File: src/design/argmax_majority_vote_filter_defines.svh
// assertion macros for the argmax majority vote filter rtl
`ifndef ARGMAX_MAJORITY_VOTE_FILTER_DEFINES_SVH
`define ARGMAX_MAJORITY_VOTE_FILTER_DEFINES_SVH

`ifndef SYNTH

`define AMVF_ASSERT(name, cond) \
   name: assert property (@(posedge clock) disable iff (reset) (cond)) \
      else $error("assertion failed: invariant");

`define AMVF_ASSERT_IMP(name, ante, cons) \
   name: assert property (@(posedge clock) disable iff (reset) (ante) |-> (cons)) \
      else $error("assertion failed: same-cycle implication");

`define AMVF_ASSERT_NEXT(name, ante, cons) \
   name: assert property (@(posedge clock) disable iff (reset) (ante) |=> (cons)) \
      else $error("assertion failed: next-cycle implication");

`else

`define AMVF_ASSERT(name, cond)
`define AMVF_ASSERT_IMP(name, ante, cons)
`define AMVF_ASSERT_NEXT(name, ante, cons)

`endif

`endif

File: src/design/amvf_pkg.sv
// types and constants of the argmax majority vote filter
package amvf_pkg;

   localparam int MAX_WINDOW  = 16;
   localparam int MAX_CLASSES = 16;
   localparam int QUEUE_DEPTH = 2;

   localparam int SCORE_W  = 16;
   localparam int LABEL_W  = 4;
   localparam int TIME_W   = 32;
   localparam int WIN_W    = 5;

   localparam int HIST_AW  = $clog2(MAX_WINDOW);
   localparam int FILL_W   = $clog2(MAX_WINDOW + 1);
   localparam int CLASS_AW = $clog2(MAX_CLASSES);
   localparam int IDX_W    = $clog2(MAX_CLASSES + 1);
   localparam int SUM_W    = SCORE_W + HIST_AW;
   localparam int DSTEP_W  = $clog2(SUM_W + 1);
   localparam int QPTR_W   = (QUEUE_DEPTH > 1) ? $clog2(QUEUE_DEPTH) : 1;
   localparam int QCNT_W   = $clog2(QUEUE_DEPTH + 1);

   localparam int CSR_AW = 2;
   localparam int CSR_DW = 32;

   localparam logic [CSR_AW-1:0] CSR_WINDOW_SIZE    = CSR_AW'(0);
   localparam logic [CSR_AW-1:0] CSR_TIMEOUT_ENABLE = CSR_AW'(1);
   localparam logic [CSR_AW-1:0] CSR_TIMEOUT_MS     = CSR_AW'(2);

   typedef struct packed {
      logic [SCORE_W-1:0] class_score;
      logic               frame_last;
      logic [TIME_W-1:0]  frame_time_ms;
   } req_type;

   typedef struct packed {
      logic [LABEL_W-1:0] class_label;
      logic [SCORE_W-1:0] class_confidence;
      logic               voted;
   } rsp_type;

   // finished argmax of one frame, handed from front to back
   typedef struct packed {
      logic [CLASS_AW-1:0] label;
      logic [SCORE_W-1:0]  score;
      logic [TIME_W-1:0]   time_ms;
   } frame_type;

   typedef struct packed {
      logic [WIN_W-1:0]  window_size;
      logic              timeout_enable;
      logic [TIME_W-1:0] timeout_ms;
   } cfg_type;

endpackage

File: src/design/argmax_majority_vote_filter.sv
// argmax majority vote filter top level
//
// req side: one class score per word, push when full is low; frame_last marks
// the final score of a frame and frame_time_ms is sampled on that word.
// the front end takes one score word per cycle while full is low and hands
// each frame's argmax to a two-frame queue; full rises only while it is full.
// rsp side: one result word per frame, shown while empty is low, taken on pop.
// a raw result (voting off, window not yet full, or timeout clear) passes from
// the queue through the idle, check and emit states. a voted result walks the
// history entries (at most 15) one entry per cycle through the count table,
// then runs a bit-serial divide for the mean.
// csr side: write window_size, timeout_enable and timeout_ms by index, only
// while no frame is in flight.
// reset clears the argmax, the history fill, head and previous timestamp; the
// history contents are left as they are and are always written before use.
// a stalled receiver holds the result word; the back end then waits with the
// next result and the queue fills, after which full pushes back on the front.
module argmax_majority_vote_filter (
   input  logic                        clock,
   input  logic                        reset,
   input  logic                        req_push,
   output logic                        req_full,
   input  amvf_pkg::req_type           req_data,
   output logic                        rsp_empty,
   input  logic                        rsp_pop,
   output amvf_pkg::rsp_type           rsp_data,
   input  logic                        csr_wr_en,
   input  logic [amvf_pkg::CSR_AW-1:0] csr_index,
   input  logic [amvf_pkg::CSR_DW-1:0] csr_wdata
);

   amvf_pkg::cfg_type   cfg_ff, cfg_in;
   logic                accept;
   logic                frame_push;
   amvf_pkg::frame_type frame_wdata;
   amvf_pkg::frame_type frame_rdata;
   logic                frame_empty;
   logic                frame_pop;
   logic                rsp_valid;

   always_comb begin
      cfg_in = cfg_ff;
      if (csr_wr_en) begin
         case (csr_index)
            amvf_pkg::CSR_WINDOW_SIZE: begin
               cfg_in.window_size = csr_wdata[amvf_pkg::WIN_W-1:0];
            end
            amvf_pkg::CSR_TIMEOUT_ENABLE: begin
               cfg_in.timeout_enable = csr_wdata[0];
            end
            amvf_pkg::CSR_TIMEOUT_MS: begin
               cfg_in.timeout_ms = csr_wdata[amvf_pkg::TIME_W-1:0];
            end
            default: begin
               cfg_in = cfg_ff;
            end
         endcase
      end
      accept    = req_push && !req_full;
      rsp_empty = !rsp_valid;
   end

   always_ff @(posedge clock) begin
      if (reset) begin
         cfg_ff <= '0;
      end else begin
         cfg_ff <= cfg_in;
      end
   end

   amvf_front u_front (
      .clock      (clock),
      .reset      (reset),
      .accept     (accept),
      .req_data   (req_data),
      .frame_push (frame_push),
      .frame_data (frame_wdata)
   );

   amvf_queue u_queue (
      .clock (clock),
      .reset (reset),
      .push  (frame_push),
      .wdata (frame_wdata),
      .full  (req_full),
      .pop   (frame_pop),
      .rdata (frame_rdata),
      .empty (frame_empty)
   );

   amvf_back u_back (
      .clock     (clock),
      .reset     (reset),
      .cfg       (cfg_ff),
      .frm_empty (frame_empty),
      .frm_data  (frame_rdata),
      .frm_pop   (frame_pop),
      .rsp_pop   (rsp_pop),
      .rsp_valid (rsp_valid),
      .rsp_data  (rsp_data)
   );

endmodule

File: src/design/amvf_front.sv
// front end: running argmax over the scores of one frame
module amvf_front (
   input  logic                clock,
   input  logic                reset,
   input  logic                accept,
   input  amvf_pkg::req_type   req_data,
   output logic                frame_push,
   output amvf_pkg::frame_type frame_data
);

   logic [amvf_pkg::SCORE_W-1:0]  best_score_ff, best_score_in;
   logic [amvf_pkg::CLASS_AW-1:0] best_label_ff, best_label_in;
   logic [amvf_pkg::IDX_W-1:0]    idx_ff, idx_in;

   logic                          in_range;
   logic                          take;
   logic [amvf_pkg::SCORE_W-1:0]  score_new;
   logic [amvf_pkg::CLASS_AW-1:0] label_new;

   always_comb begin
      in_range  = idx_ff < amvf_pkg::IDX_W'(amvf_pkg::MAX_CLASSES);
      // first score starts the best, later ones must be strictly greater
      take      = in_range && ((idx_ff == '0) || (req_data.class_score > best_score_ff));
      score_new = take ? req_data.class_score : best_score_ff;
      label_new = take ? idx_ff[amvf_pkg::CLASS_AW-1:0] : best_label_ff;

      best_score_in = best_score_ff;
      best_label_in = best_label_ff;
      idx_in        = idx_ff;
      if (accept) begin
         if (req_data.frame_last) begin
            best_score_in = '0;
            best_label_in = '0;
            idx_in        = '0;
         end else begin
            best_score_in = score_new;
            best_label_in = label_new;
            if (in_range) begin
               idx_in = idx_ff + amvf_pkg::IDX_W'(1);
            end
         end
      end

      frame_push         = accept && req_data.frame_last;
      frame_data.label   = label_new;
      frame_data.score   = score_new;
      frame_data.time_ms = req_data.frame_time_ms;
   end

   always_ff @(posedge clock) begin
      if (reset) begin
         best_score_ff <= '0;
         best_label_ff <= '0;
         idx_ff        <= '0;
      end else begin
         best_score_ff <= best_score_in;
         best_label_ff <= best_label_in;
         idx_ff        <= idx_in;
      end
   end

endmodule

File: src/design/amvf_queue.sv
// short frame queue between the front and back ends
module amvf_queue (
   input  logic                clock,
   input  logic                reset,
   input  logic                push,
   input  amvf_pkg::frame_type wdata,
   output logic                full,
   input  logic                pop,
   output amvf_pkg::frame_type rdata,
   output logic                empty
);

   amvf_pkg::frame_type          mem_ff [amvf_pkg::QUEUE_DEPTH];
   logic [amvf_pkg::QPTR_W-1:0]  wr_ptr_ff, wr_ptr_in;
   logic [amvf_pkg::QPTR_W-1:0]  rd_ptr_ff, rd_ptr_in;
   logic [amvf_pkg::QCNT_W-1:0]  count_ff, count_in;
   logic                         do_push;
   logic                         do_pop;

   always_comb begin
      full    = count_ff == amvf_pkg::QCNT_W'(amvf_pkg::QUEUE_DEPTH);
      empty   = count_ff == '0;
      do_push = push && !full;
      do_pop  = pop && !empty;
      rdata   = mem_ff[rd_ptr_ff];

      wr_ptr_in = wr_ptr_ff;
      rd_ptr_in = rd_ptr_ff;
      if (do_push) begin
         wr_ptr_in = (wr_ptr_ff == amvf_pkg::QPTR_W'(amvf_pkg::QUEUE_DEPTH - 1)) ?
                     '0 : wr_ptr_ff + amvf_pkg::QPTR_W'(1);
      end
      if (do_pop) begin
         rd_ptr_in = (rd_ptr_ff == amvf_pkg::QPTR_W'(amvf_pkg::QUEUE_DEPTH - 1)) ?
                     '0 : rd_ptr_ff + amvf_pkg::QPTR_W'(1);
      end
      count_in = count_ff;
      if (do_push && !do_pop) begin
         count_in = count_ff + amvf_pkg::QCNT_W'(1);
      end else if (do_pop && !do_push) begin
         count_in = count_ff - amvf_pkg::QCNT_W'(1);
      end
   end

   always_ff @(posedge clock) begin
      if (do_push) begin
         mem_ff[wr_ptr_ff] <= wdata;
      end
      if (reset) begin
         wr_ptr_ff <= '0;
         rd_ptr_ff <= '0;
         count_ff  <= '0;
      end else begin
         wr_ptr_ff <= wr_ptr_in;
         rd_ptr_ff <= rd_ptr_in;
         count_ff  <= count_in;
      end
   end

endmodule

File: src/design/amvf_div.sv
// restoring divider, one quotient bit per cycle, for the vote mean
module amvf_div (
   input  logic                          clock,
   input  logic                          reset,
   input  logic                          start,
   input  logic [amvf_pkg::SUM_W-1:0]    dividend,
   input  logic [amvf_pkg::FILL_W-1:0]   divisor,
   output logic                          done,
   output logic [amvf_pkg::SUM_W-1:0]    quotient
);

   logic                          busy_ff, busy_in;
   logic                          done_ff, done_in;
   logic [amvf_pkg::DSTEP_W-1:0]  step_ff, step_in;
   logic [amvf_pkg::FILL_W-1:0]   rem_ff, rem_in;
   logic [amvf_pkg::FILL_W-1:0]   dvs_ff, dvs_in;
   logic [amvf_pkg::SUM_W-1:0]    quo_ff, quo_in;
   logic [amvf_pkg::FILL_W:0]     rem_sh;
   logic                          fits;

   always_comb begin
      // shift in the next dividend bit, subtract when the divisor fits
      rem_sh = {rem_ff, quo_ff[amvf_pkg::SUM_W-1]};
      fits   = rem_sh >= {1'b0, dvs_ff};

      busy_in = busy_ff;
      done_in = 1'b0;
      step_in = step_ff;
      rem_in  = rem_ff;
      dvs_in  = dvs_ff;
      quo_in  = quo_ff;
      if (start) begin
         busy_in = 1'b1;
         step_in = amvf_pkg::DSTEP_W'(amvf_pkg::SUM_W);
         rem_in  = '0;
         dvs_in  = divisor;
         quo_in  = dividend;
      end else if (busy_ff) begin
         rem_in  = fits ? amvf_pkg::FILL_W'(rem_sh - {1'b0, dvs_ff}) :
                          amvf_pkg::FILL_W'(rem_sh);
         quo_in  = {quo_ff[amvf_pkg::SUM_W-2:0], fits};
         step_in = step_ff - amvf_pkg::DSTEP_W'(1);
         if (step_ff == amvf_pkg::DSTEP_W'(1)) begin
            busy_in = 1'b0;
            done_in = 1'b1;
         end
      end
      done     = done_ff;
      quotient = quo_ff;
   end

   always_ff @(posedge clock) begin
      step_ff <= step_in;
      rem_ff  <= rem_in;
      dvs_ff  <= dvs_in;
      quo_ff  <= quo_in;
      if (reset) begin
         busy_ff <= 1'b0;
         done_ff <= 1'b0;
      end else begin
         busy_ff <= busy_in;
         done_ff <= done_in;
      end
   end

endmodule

File: src/design/amvf_back.sv
// back end: vote history, timeout, majority walk and result register
`include "argmax_majority_vote_filter_defines.svh"

module amvf_back (
   input  logic                clock,
   input  logic                reset,
   input  amvf_pkg::cfg_type   cfg,
   input  logic                frm_empty,
   input  amvf_pkg::frame_type frm_data,
   output logic                frm_pop,
   input  logic                rsp_pop,
   output logic                rsp_valid,
   output amvf_pkg::rsp_type   rsp_data
);

   typedef enum logic [2:0] {
      ST_IDLE,
      ST_CHECK,
      ST_WALK,
      ST_LAUNCH,
      ST_DIVIDE,
      ST_EMIT
   } state_type;

   state_type                     state_ff, state_in;
   amvf_pkg::frame_type           rec_ff, rec_in;
   logic [amvf_pkg::TIME_W:0]     diff_ff, diff_in;
   logic [amvf_pkg::TIME_W-1:0]   prev_ff, prev_in;
   logic [amvf_pkg::FILL_W-1:0]   fill_ff, fill_in;
   logic [amvf_pkg::HIST_AW-1:0]  head_ff, head_in;
   logic [amvf_pkg::FILL_W-1:0]   walk_ff, walk_in;

   logic [amvf_pkg::CLASS_AW-1:0] hist_label_ff [amvf_pkg::MAX_WINDOW];
   logic [amvf_pkg::CLASS_AW-1:0] hist_label_in [amvf_pkg::MAX_WINDOW];
   logic [amvf_pkg::SCORE_W-1:0]  hist_score_ff [amvf_pkg::MAX_WINDOW];
   logic [amvf_pkg::SCORE_W-1:0]  hist_score_in [amvf_pkg::MAX_WINDOW];
   logic [amvf_pkg::FILL_W-1:0]   cnt_ff [amvf_pkg::MAX_CLASSES];
   logic [amvf_pkg::FILL_W-1:0]   cnt_in [amvf_pkg::MAX_CLASSES];
   logic [amvf_pkg::SUM_W-1:0]    sum_ff [amvf_pkg::MAX_CLASSES];
   logic [amvf_pkg::SUM_W-1:0]    sum_in [amvf_pkg::MAX_CLASSES];

   logic [amvf_pkg::CLASS_AW-1:0] top_label_ff, top_label_in;
   logic [amvf_pkg::FILL_W-1:0]   top_count_ff, top_count_in;
   logic [amvf_pkg::SUM_W-1:0]    top_sum_ff, top_sum_in;
   amvf_pkg::rsp_type             res_ff, res_in;
   logic                          rsp_valid_ff, rsp_valid_in;
   amvf_pkg::rsp_type             rsp_data_ff, rsp_data_in;

   logic [amvf_pkg::FILL_W-1:0]   eff;
   logic [amvf_pkg::FILL_W-1:0]   fill_push;
   logic [amvf_pkg::HIST_AW-1:0]  slot_push;
   logic [amvf_pkg::HIST_AW-1:0]  slot_walk;
   logic [amvf_pkg::CLASS_AW-1:0] walk_label;
   logic [amvf_pkg::FILL_W-1:0]   cnt_new;
   logic [amvf_pkg::SUM_W-1:0]    sum_new;
   logic                          timed_out;
   logic                          div_start;
   logic                          div_done;
   logic [amvf_pkg::SUM_W-1:0]    div_quo;

   amvf_div u_div (
      .clock    (clock),
      .reset    (reset),
      .start    (div_start),
      .dividend (top_sum_ff),
      .divisor  (top_count_ff),
      .done     (div_done),
      .quotient (div_quo)
   );

   always_comb begin
      eff = (int'(cfg.window_size) > amvf_pkg::MAX_WINDOW) ?
            amvf_pkg::FILL_W'(amvf_pkg::MAX_WINDOW) : amvf_pkg::FILL_W'(cfg.window_size);
      slot_push = head_ff + fill_ff[amvf_pkg::HIST_AW-1:0];
      fill_push = (fill_ff < amvf_pkg::FILL_W'(amvf_pkg::MAX_WINDOW)) ?
                  fill_ff + amvf_pkg::FILL_W'(1) : fill_ff;
      // no earlier frame, or a timestamp going backwards, never clears
      timed_out = cfg.timeout_enable && (prev_ff != '0) && !diff_ff[amvf_pkg::TIME_W] &&
                  (diff_ff[amvf_pkg::TIME_W-1:0] >= cfg.timeout_ms);

      slot_walk  = head_ff + walk_ff[amvf_pkg::HIST_AW-1:0];
      walk_label = hist_label_ff[slot_walk];
      cnt_new    = cnt_ff[walk_label] + amvf_pkg::FILL_W'(1);
      sum_new    = sum_ff[walk_label] + amvf_pkg::SUM_W'(hist_score_ff[slot_walk]);

      state_in      = state_ff;
      rec_in        = rec_ff;
      diff_in       = diff_ff;
      prev_in       = prev_ff;
      fill_in       = fill_ff;
      head_in       = head_ff;
      walk_in       = walk_ff;
      hist_label_in = hist_label_ff;
      hist_score_in = hist_score_ff;
      cnt_in        = cnt_ff;
      sum_in        = sum_ff;
      top_label_in  = top_label_ff;
      top_count_in  = top_count_ff;
      top_sum_in    = top_sum_ff;
      res_in        = res_ff;
      frm_pop       = 1'b0;
      div_start     = 1'b0;

      rsp_valid_in = rsp_valid_ff && !rsp_pop;
      rsp_data_in  = rsp_data_ff;

      case (state_ff)
         ST_IDLE: begin
            if (!frm_empty) begin
               frm_pop  = 1'b1;
               rec_in   = frm_data;
               diff_in  = {1'b0, frm_data.time_ms} - {1'b0, prev_ff};
               state_in = ST_CHECK;
            end
         end
         ST_CHECK: begin
            res_in.class_label      = amvf_pkg::LABEL_W'(rec_ff.label);
            res_in.class_confidence = rec_ff.score;
            res_in.voted            = 1'b0;
            if (cfg.window_size <= amvf_pkg::WIN_W'(1)) begin
               state_in = ST_EMIT;
            end else begin
               if (fill_ff < amvf_pkg::FILL_W'(amvf_pkg::MAX_WINDOW)) begin
                  hist_label_in[slot_push] = rec_ff.label;
                  hist_score_in[slot_push] = rec_ff.score;
               end
               prev_in = rec_ff.time_ms;
               if (timed_out) begin
                  // clear drops the word just pushed as well
                  fill_in  = '0;
                  head_in  = '0;
                  state_in = ST_EMIT;
               end else if (fill_push < eff) begin
                  fill_in  = fill_push;
                  state_in = ST_EMIT;
               end else begin
                  head_in      = head_ff + amvf_pkg::HIST_AW'(1);
                  fill_in      = fill_push - amvf_pkg::FILL_W'(1);
                  walk_in      = '0;
                  top_label_in = '0;
                  top_count_in = '0;
                  top_sum_in   = '0;
                  for (int i = 0; i < amvf_pkg::MAX_CLASSES; i++) begin
                     cnt_in[i] = '0;
                     sum_in[i] = '0;
                  end
                  state_in = ST_WALK;
               end
            end
         end
         ST_WALK: begin
            cnt_in[walk_label] = cnt_new;
            sum_in[walk_label] = sum_new;
            // oldest first, the first label to reach a new top count wins
            if (cnt_new > top_count_ff) begin
               top_label_in = walk_label;
               top_count_in = cnt_new;
               top_sum_in   = sum_new;
            end
            walk_in = walk_ff + amvf_pkg::FILL_W'(1);
            if (walk_ff + amvf_pkg::FILL_W'(1) == fill_ff) begin
               state_in = ST_LAUNCH;
            end
         end
         ST_LAUNCH: begin
            div_start = 1'b1;
            state_in  = ST_DIVIDE;
         end
         ST_DIVIDE: begin
            if (div_done) begin
               res_in.class_label      = amvf_pkg::LABEL_W'(top_label_ff);
               res_in.class_confidence = div_quo[amvf_pkg::SCORE_W-1:0];
               res_in.voted            = 1'b1;
               state_in                = ST_EMIT;
            end
         end
         ST_EMIT: begin
            if (!rsp_valid_ff || rsp_pop) begin
               rsp_valid_in = 1'b1;
               rsp_data_in  = res_ff;
               state_in     = ST_IDLE;
            end
         end
         default: begin
            state_in = ST_IDLE;
         end
      endcase

      rsp_valid = rsp_valid_ff;
      rsp_data  = rsp_data_ff;
   end

   always_ff @(posedge clock) begin
      rec_ff        <= rec_in;
      diff_ff       <= diff_in;
      walk_ff       <= walk_in;
      hist_label_ff <= hist_label_in;
      hist_score_ff <= hist_score_in;
      cnt_ff        <= cnt_in;
      sum_ff        <= sum_in;
      top_label_ff  <= top_label_in;
      top_count_ff  <= top_count_in;
      top_sum_ff    <= top_sum_in;
      res_ff        <= res_in;
      rsp_data_ff   <= rsp_data_in;
      if (reset) begin
         state_ff     <= ST_IDLE;
         prev_ff      <= '0;
         fill_ff      <= '0;
         head_ff      <= '0;
         rsp_valid_ff <= 1'b0;
      end else begin
         state_ff     <= state_in;
         prev_ff      <= prev_in;
         fill_ff      <= fill_in;
         head_ff      <= head_in;
         rsp_valid_ff <= rsp_valid_in;
      end
   end

   `AMVF_ASSERT(a_fill_bound, fill_ff <= amvf_pkg::FILL_W'(amvf_pkg::MAX_WINDOW))
   `AMVF_ASSERT_IMP(a_div_nonzero, state_ff == ST_LAUNCH, top_count_ff != '0)
   `AMVF_ASSERT_IMP(a_walk_range, state_ff == ST_WALK, walk_ff < fill_ff)
   `AMVF_ASSERT_IMP(a_pop_nonempty, frm_pop, !frm_empty)

endmodule
File: config.mk
export PLATFORM = sky130hd
export DESIGN_NAME = argmax_majority_vote_filter
export DESIGN_NICKNAME = d
export VERILOG_FILES = /design/src/design/amvf_pkg.sv /design/src/design/argmax_majority_vote_filter.sv /design/src/design/amvf_front.sv /design/src/design/amvf_queue.sv /design/src/design/amvf_div.sv /design/src/design/amvf_back.sv
export VERILOG_INCLUDE_DIRS = /design/src /design/src/design
export SDC_FILE = /design/constraint.sdc
export NUM_CORES = 2
export LEC_CHECK = 0
export BUFFER_PORTS_ARGS = -buffer_cell sky130_fd_sc_hd__buf_2
export CORE_ASPECT_RATIO = 1.5
export CORE_UTILIZATION = 65
export CTS_BUF_LIST = sky130_fd_sc_hd__clkbuf_8
export CTS_CLUSTER_DIAMETER = 60
export DETAILED_ROUTE_END_ITERATION = 7
export PLACE_DENSITY = 0.82
export SYNTH_ARGS = -nofsm -noshare
export SYNTH_HDL_FRONTEND = slang
export SYNTH_SLANG_ARGS = --single-unit
File: constraint.sdc
create_clock -name clock -period 15.7 [get_ports clock]
set_clock_uncertainty 0.05 [all_clocks]
set_input_delay 4.71 -clock clock [delete_from_list [all_inputs] [get_ports clock]]
set_output_delay 4.71 -clock clock [all_outputs]
set_load 0.005 [all_outputs]
# Word-level counts from Yosys, hierarchy flattened
# Memory sizes are Yosys's and may differ from the RTL's. A register that Yosys moved wholly into a read port is not among the register bits.
# Index checks and enable logic that the tools add are counted.
[totals]
out_inout_bits = 23
regBits = 1030
latchBits = 0
ramBits = 104
mem_count = 1
in_bits = 88
rom_bits = 0
word_cells = 290
[classes]
n_reduce_logical = 46
multipliers = 0
mux = 90
div = 0
shift = 0
n_addsub = 16
magnitude_cmp = 14
n_bitwise = 6
eq_ne = 19
[mem_list]
columns = ["memory", "words", "width", "rd", "rd_clocked_by_memory_dff", "wr", "line_no", "rtl"]
rows = [
  ["u_queue.mem_ff", 2, 52, 1, 1, 1, "amvf_queue.sv:13", "amvf_pkg::frame_type mem_ff [amvf_pkg::QUEUE_DEPTH];"],
]
[op_table]
columns = ["operator", "n"]
rows = [
  ["320-bit 2-to-1 mux", 3],
  ["320-bit case mux with 2 select lines", 1],
  ["320-bit bitwise mux", 1],
  ["256-bit bitwise mux", 1],
  ["80-bit 2-to-1 mux", 3],
  ["20-bit 2-to-1 mux", 9],
  ["80-bit case mux with 2 select lines", 1],
  ["20-bit binary-select mux with 4-bit select", 1],
  ["80-bit bitwise mux", 1],
  ["20-bit demux with 4-bit select", 1],
  ["16-bit 2-to-1 mux", 5],
  ["5-bit 2-to-1 mux", 14],
  ["16-bit binary-select mux with 4-bit select", 1],
  ["64-bit bitwise mux", 1],
  ["16-bit demux with 4-bit select", 1],
  ["4-bit 2-to-1 mux", 11],
  ["21-bit case mux with 2 select lines", 1],
  ["20-bit case mux with 2 select lines", 1],
  ["32-bit by 32-bit subtractor with 33-bit output", 1],
  ["32-bit >= comparator", 1],
  ["32-bit nonzero test", 1],
  ["21-bit 2-to-1 mux", 1],
  ["3-bit 2-to-1 mux", 7],
  ["20-bit by 16-bit adder with 20-bit output", 1],
  ["49 further kinds", 122],
]

# Logic depth before layout (Yosys ltp)
[depth]
ltp_word = 13
mapped_depth = 33
mapped_depth_nobuf = 26

# Modules after synthesis
# A second synthesis with hierarchy kept.
[hier_totals]
hier_cells = 4212
hier_area_um2 = 53750.3
[by_module_without_submodules]
columns = ["module", "seq_area_each_um2", "instances", "cells_each", "area_each_um2"]
rows = [
  ["amvf_back", 27356.2, 1, 3526, 44427.6],
  ["amvf_queue", 3223.1, 1, 187, 3956.3],
  ["amvf_front", 500.5, 1, 200, 1926.8],
  ["amvf_div", 991.0, 1, 136, 1741.7],
  ["argmax_majority_vote_filter", 760.7, 1, 163, 1697.9],
]

# Worst setup path after synthesis
# OpenSTA, ideal clock, no wires.
[synth_timing]
path_kind = "reg-to-reg"
from = "reg cfg_ff[25] (netlist bit)"
to = "reg u_back.cnt_ff[0] (netlist bit), enable pin"
path_stages_with_launch = 15
setup_ns = 0.787
path_buffers = 1
slack_ns = 3.826
arrival_time_ns = 11.037
required_time_ns = 14.863
period_less_slack_ns = 11.874
path_cell_list = "dfxtp_1 -> inv_1 -> ha_1 -> a21o_1 -> a21o_1 -> a21o_1 -> a21o_1 -> a21o_1 -> a21o_1 -> a221oi_1 -> o21ai_0 -> nand2_1 -> clkbuf_1 -> nand3_1 -> nand2_1"
[synth_between]
elab_chain_cells = 4
[synth_rtl]
columns = ["item", "line_no", "rtl"]
rows = [
  ["start, declared", "argmax_majority_vote_filter.sv:32", "amvf_pkg::cfg_type cfg_ff, cfg_in;"],
  ["start signal, assigned", "argmax_majority_vote_filter.sv:67", "cfg_ff <= cfg_in;"],
  ["32-bit >= comparator", "amvf_back.sv:79", "(diff_ff[amvf_pkg::TIME_W-1:0] >= cfg.timeout_ms);"],
  ["1-bit logical AND", "amvf_back.sv:78", "timed_out = cfg.timeout_enable && (prev_ff != '0) && !diff_ff[amvf_pkg::TIME_W] &&"],
  ["2-bit != test (no line)", "--", ""],
  ["4-bit AND reduction (no line)", "--", ""],
  ["end signal, assigned", "amvf_back.sv:199", "cnt_ff <= cnt_in;"],
  ["end, declared", "amvf_back.sv:37", "logic [amvf_pkg::FILL_W-1:0] cnt_ff [amvf_pkg::MAX_CLASSES];"],
]
# Every way passes these cells.
# A chain may end at the register's enable or synchronous reset.

# Worst setup path in the final report
[layout_timing]
from = "reg u_back.walk_ff[0] (netlist bit)"
to = "reg u_back.sum_ff[58] (netlist bit), data pin"
[layout_between]
elab_chain_cells = 12
word_cells_on_any_way = 20
cone_classes = "add/sub (2); order compare (2); mux (13); bitwise (2); reduce/logical (1)"
[layout_rtl]
columns = ["item", "line_no", "rtl"]
rows = [
  ["start, declared", "amvf_back.sv:31", "logic [amvf_pkg::FILL_W-1:0] walk_ff, walk_in;"],
  ["start signal, assigned", "amvf_back.sv:196", "walk_ff <= walk_in;"],
  ["4-bit adder *", "amvf_back.sv:81", "slot_walk = head_ff + walk_ff[amvf_pkg::HIST_AW-1:0];"],
  ["4-bit NOT with 5-bit output (not written as such) *", "amvf_back.sv:82, amvf_back.sv:84", ""],
  ["4-bit binary-select mux with 4-bit select", "amvf_back.sv:82", "walk_label = hist_label_ff[slot_walk];"],
  ["4-bit 2-to-1 mux (not written as such) (2 in a row)", "amvf_back.sv:82", ""],
  ["4-bit NOT with 5-bit output (not written as such)", "amvf_back.sv:84, amvf_back.sv:153", ""],
  ["20-bit binary-select mux with 4-bit select, or another cell as far along", "amvf_back.sv:84", "sum_new = sum_ff[walk_label] + amvf_pkg::SUM_W'(hist_score_ff[slot_walk]);"],
  ["20-bit 2-to-1 mux (not written as such) or 1-bit logical AND (tied branches)", "amvf_back.sv:84, amvf_back.sv:153", ""],
  ["20-bit 2-to-1 mux (on tied branches)", "amvf_back.sv:84, amvf_back.sv:153", ""],
  ["20-bit by 16-bit adder with 20-bit output or 20-bit demux with 4-bit select (tied branches)", "amvf_back.sv:84, amvf_back.sv:153", ""],
  ["320-bit bitwise mux *", "amvf_back.sv:153", "sum_in[walk_label] = sum_new;"],
  ["320-bit case mux with 2 select lines *", "amvf_back.sv:107", "case (state_ff)"],
  ["end signal, assigned", "amvf_back.sv:200", "sum_ff <= sum_in;"],
  ["end, declared", "amvf_back.sv:39", "logic [amvf_pkg::SUM_W-1:0] sum_ff [amvf_pkg::MAX_CLASSES];"],
]
# Every way passes the cells marked *; elsewhere a longest branch is shown, timed or not. The select of a mux whose other input is x is not followed.

==> impl_metrics.csv <==
group,metric,value,unit
run_status,status,"finished, final reports clean",
worst_setup_path,worstPathBufferInverterCount,3,
clock_network,cts_setup_buffers,0,
grt,grt_max_degree,230,
logic_synthesis,ys.flop_type,"edfxtp_1",
sta,hold_viol_final,0,
power_and_ir_drop,pwr-share-seq,39.0,%
detailed_routing,wl_per_cell,22.03,um
sta,clock.fmax,100.1,MHz
clock_network,cts_sinks,1135,
logic_synthesis,syn_area,0.05343,mm^2
logic_synthesis,synth_cell_types,85,
grt,grt_pass1_vias,37010,
detailed_routing,wl,131500,um
logic_synthesis,yosys_warnings,0,
clock_network,cts_tree,"done",
logic_synthesis,async_flop_share,0,%
worst_setup_path,worst_ep_arrival_time,10480,ps
clock_network,clk_latency,860,ps
logic_synthesis,post_synth_inst_count,4757,
sta,fin_setup_tns,0,ps
detailed_routing,drcViolationCount,0,
clock_network,htree_levels,4,
worst_setup_path,cp_max_fo,58,
placed_design,io_buffers,110,
power_and_ir_drop,p_switching,0.004295,W
sta,rsz0062_at_grt,"false",
placed_design,routabilityCongestion,0.8853,
sta,slew_violations,0,
detailed_routing,vias_per_cell,6.303,
worst_setup_path,path_delay_family,"compound AO/OA/AOI/OAI gates",
clock_network,numCtsBuffers,161,
clock_network,postCtsHoldBufs,0,
floorplanning,fp.coreArea,0.08136,mm^2
placed_design,dpl-instance-area,0.05485,mm^2
sta,fin_crit,9990,ps
grt,grt_use_total,31.65,%
sta,slew_headroom,3.932,%
sta,finalCritPeriodShare,63.63,%
logic_synthesis,ys_seq_area_share,61.45,%
min_path,worstHoldPathType,"reg -> reg",
floorplanning,rows,128,
logic_synthesis,syn_nets,4976,
detailed_routing,drt_pass1_iterations,6,
power_and_ir_drop,ir_drop,0.2215,mV
logic_synthesis,synth-seq-cells,1135,
floorplanning,initial_core_util,65.67,%
power_and_ir_drop,power_per_cell_area,181.1,mW/mm^2
grt,grt_pass1_wl,203100,um
worst_setup_path,cp-start-kind,"register",
floorplanning,die_w,236.1,um
floorplanning,die_area,0.08337,mm^2
sta,setup_viol,0,
grt,grt_overflow,0,
run,maxCapViolCount,0,
worst_setup_path,critPathMaxStageDelay,1260,ps
sta,worst_pin_slew,1436,ps
logic_synthesis,synth_edf_count,1010,
detailed_routing,drtAntennaViolNets,0,
floorplanning,die_h,353.1,um
logic_synthesis,post_synth.cell_area_avg,11.23,um^2
power_and_ir_drop,switching_share,40.97,%
clock_network,cts_buffer_depth,3,
detailed_routing,via_count,37620,
worst_setup_path,endpoint_kind,"register",
worst_setup_path,required,16190,ps
cells_and_area,area_growth_syn_to_layout,8.344,%
cells_and_area,final_common_cell,"nand2_1",
sta,whs,364.4,ps
power_and_ir_drop,intPower,0.006189,W
cells_and_area,final_util,71.15,%
power_and_ir_drop,p_leak,20.91,nW
power_and_ir_drop,pwr-share-comb,39.5,%
worst_setup_path,crit_type,"reg -> reg",
cells_and_area,drive_gt1_share,13.40,%
cells_and_area,fillers,5495,
clock_network,ctsResizeCount,0,
detailed_routing,drt_first_iter_violations,4221,
cells_and_area,num-nets-final,5025,
clock_network,clkTransAtPathRegs,60,ps
clock_network,cts-root-buf,"clkbuf_8",
cells_and_area,layout_common_cells,"1013 x nand2_1, 1010 x edfxtp_1, 530 x nor2_1",
floorplanning,ios,111,
worst_setup_path,crit_slowest_cell,"fa_4",
placed_design,hpwl,80190,um
cells_and_area,design_area,0.05788,mm^2
power_and_ir_drop,power_frac_clock,21.5,%
grt,antenna_found_initial,2,
-- sequential cells by signal, indices dropped and copies added (netlist names), 32 cells and up, named ones only --
register / flops
u_back.sum_ff: 320
u_back.hist_score_ff: 256
u_back.rec_ff: 52
u_back.hist_label_ff: 64
u_queue.mem_ff: 104
u_back.cnt_ff: 80
u_back.prev_ff: 32
cfg_ff: 38
u_back.diff_ff: 33
-- power groups by stage --
stage          registers, W  logic, W  clock network, W
3_5_place_dp        0.00414   0.00406                 0
2_1_floorplan       0.00409   0.00289                 0
4_1_cts             0.00408   0.00410           0.00227
3_3_place_gp        0.00411   0.00399                 0
5_1_grt             0.00412   0.00446           0.00239
6_report            0.00409   0.00414           0.00225
-- stage by stage --
stage	worst slack, ps	instances	power (W)
after CTS	5876	5966	0.01045
after detailed placement	5885	5683	0.008202
final	5710	5968	0.01048
after global placement	6055	5683	0.008101
after floorplan	3826	4757	0.006977
after global routing	5080	5967	0.01096
-- cell usage after synthesis (61+ instances only) --
cell type / n / area (um^2)
nand2_1: 1015 / 3810
edfxtp_1: 1010 / 30330
nor2_1: 548 / 2057
a21oi_1: 501 / 2507
clkbuf_1: 216 / 810.8
o21ai_0: 134 / 670.6
inv_1: 128 / 480.5
ha_1: 126 / 1577
dfxtp_1: 125 / 2502
mux2_2: 82 / 923.4
mux4_2: 80 / 1802
nand3_1: 65 / 325.3
mux2i_1: 61 / 610.6
-- layout make-up --
class	count	area [um^2]	share of cell area, %
repair buffers	200	1254	2.166
multi-input cells	3179	18970	32.78
clock buffers	171	2354	4.066
well taps	1040	1301	2.248
flip-flops and latches	1135	32830	56.72
inverters	129	485.5	0.8387
clock inverters	112	680.7	1.176
diodes	2	5.005	0.008646
-- layer usage --
metal | part of all wire (%) | wire length [um] | vias up | GRT usage [%]
li1 | - | - | 17060 | -
met2 | 50 | 65200 | 1945 | 53.27
met1 | 36 | 47670 | 18220 | 38.83
met5 | 0 | 0 | - | 0
met3 | 8.5 | 11150 | 386 | 5.323
met4 | 5.7 | 7477 | 0 | 17.92
-- worst paths after layout --
| path | startpoint | slack, ps | depth (start not counted) | endpoint |
|---|---|---|---|---|
| worst max-delay path | u_back.walk_ff[0]$_SDFFCE_PN0P_ | 5710 | 27 | u_back.sum_ff[58]$_SDFFCE_PN0P_ |
| worst min-delay path | u_back.res_ff[8]$_DFFE_PP_ | 360 | 0 | u_back.rsp_data[8]$_DFFE_PP_ |
| worst max register to register | u_back.walk_ff[0]$_SDFFCE_PN0P_ | 5710 | 27 | u_back.sum_ff[58]$_SDFFCE_PN0P_ |
| worst min register to register | u_back.res_ff[8]$_DFFE_PP_ | 360 | 0 | u_back.rsp_data[8]$_DFFE_PP_ |
-- logic make-up (layout without fill, tap and decap cells) --
family          Yosys count  after routing  synth area share [%]
xor+xnor                 73             73                 1.309
mux                     225            225                 6.307
compound gates          949            949                 10.64
other cells               0              2                     0
fa+ha+maj               131            131                 3.138
buf+inv                 443            612                 3.410
flops                  1135           1135                 61.45
simple gates           1801           1801                 13.75
(Power assumes the default switching activity.)
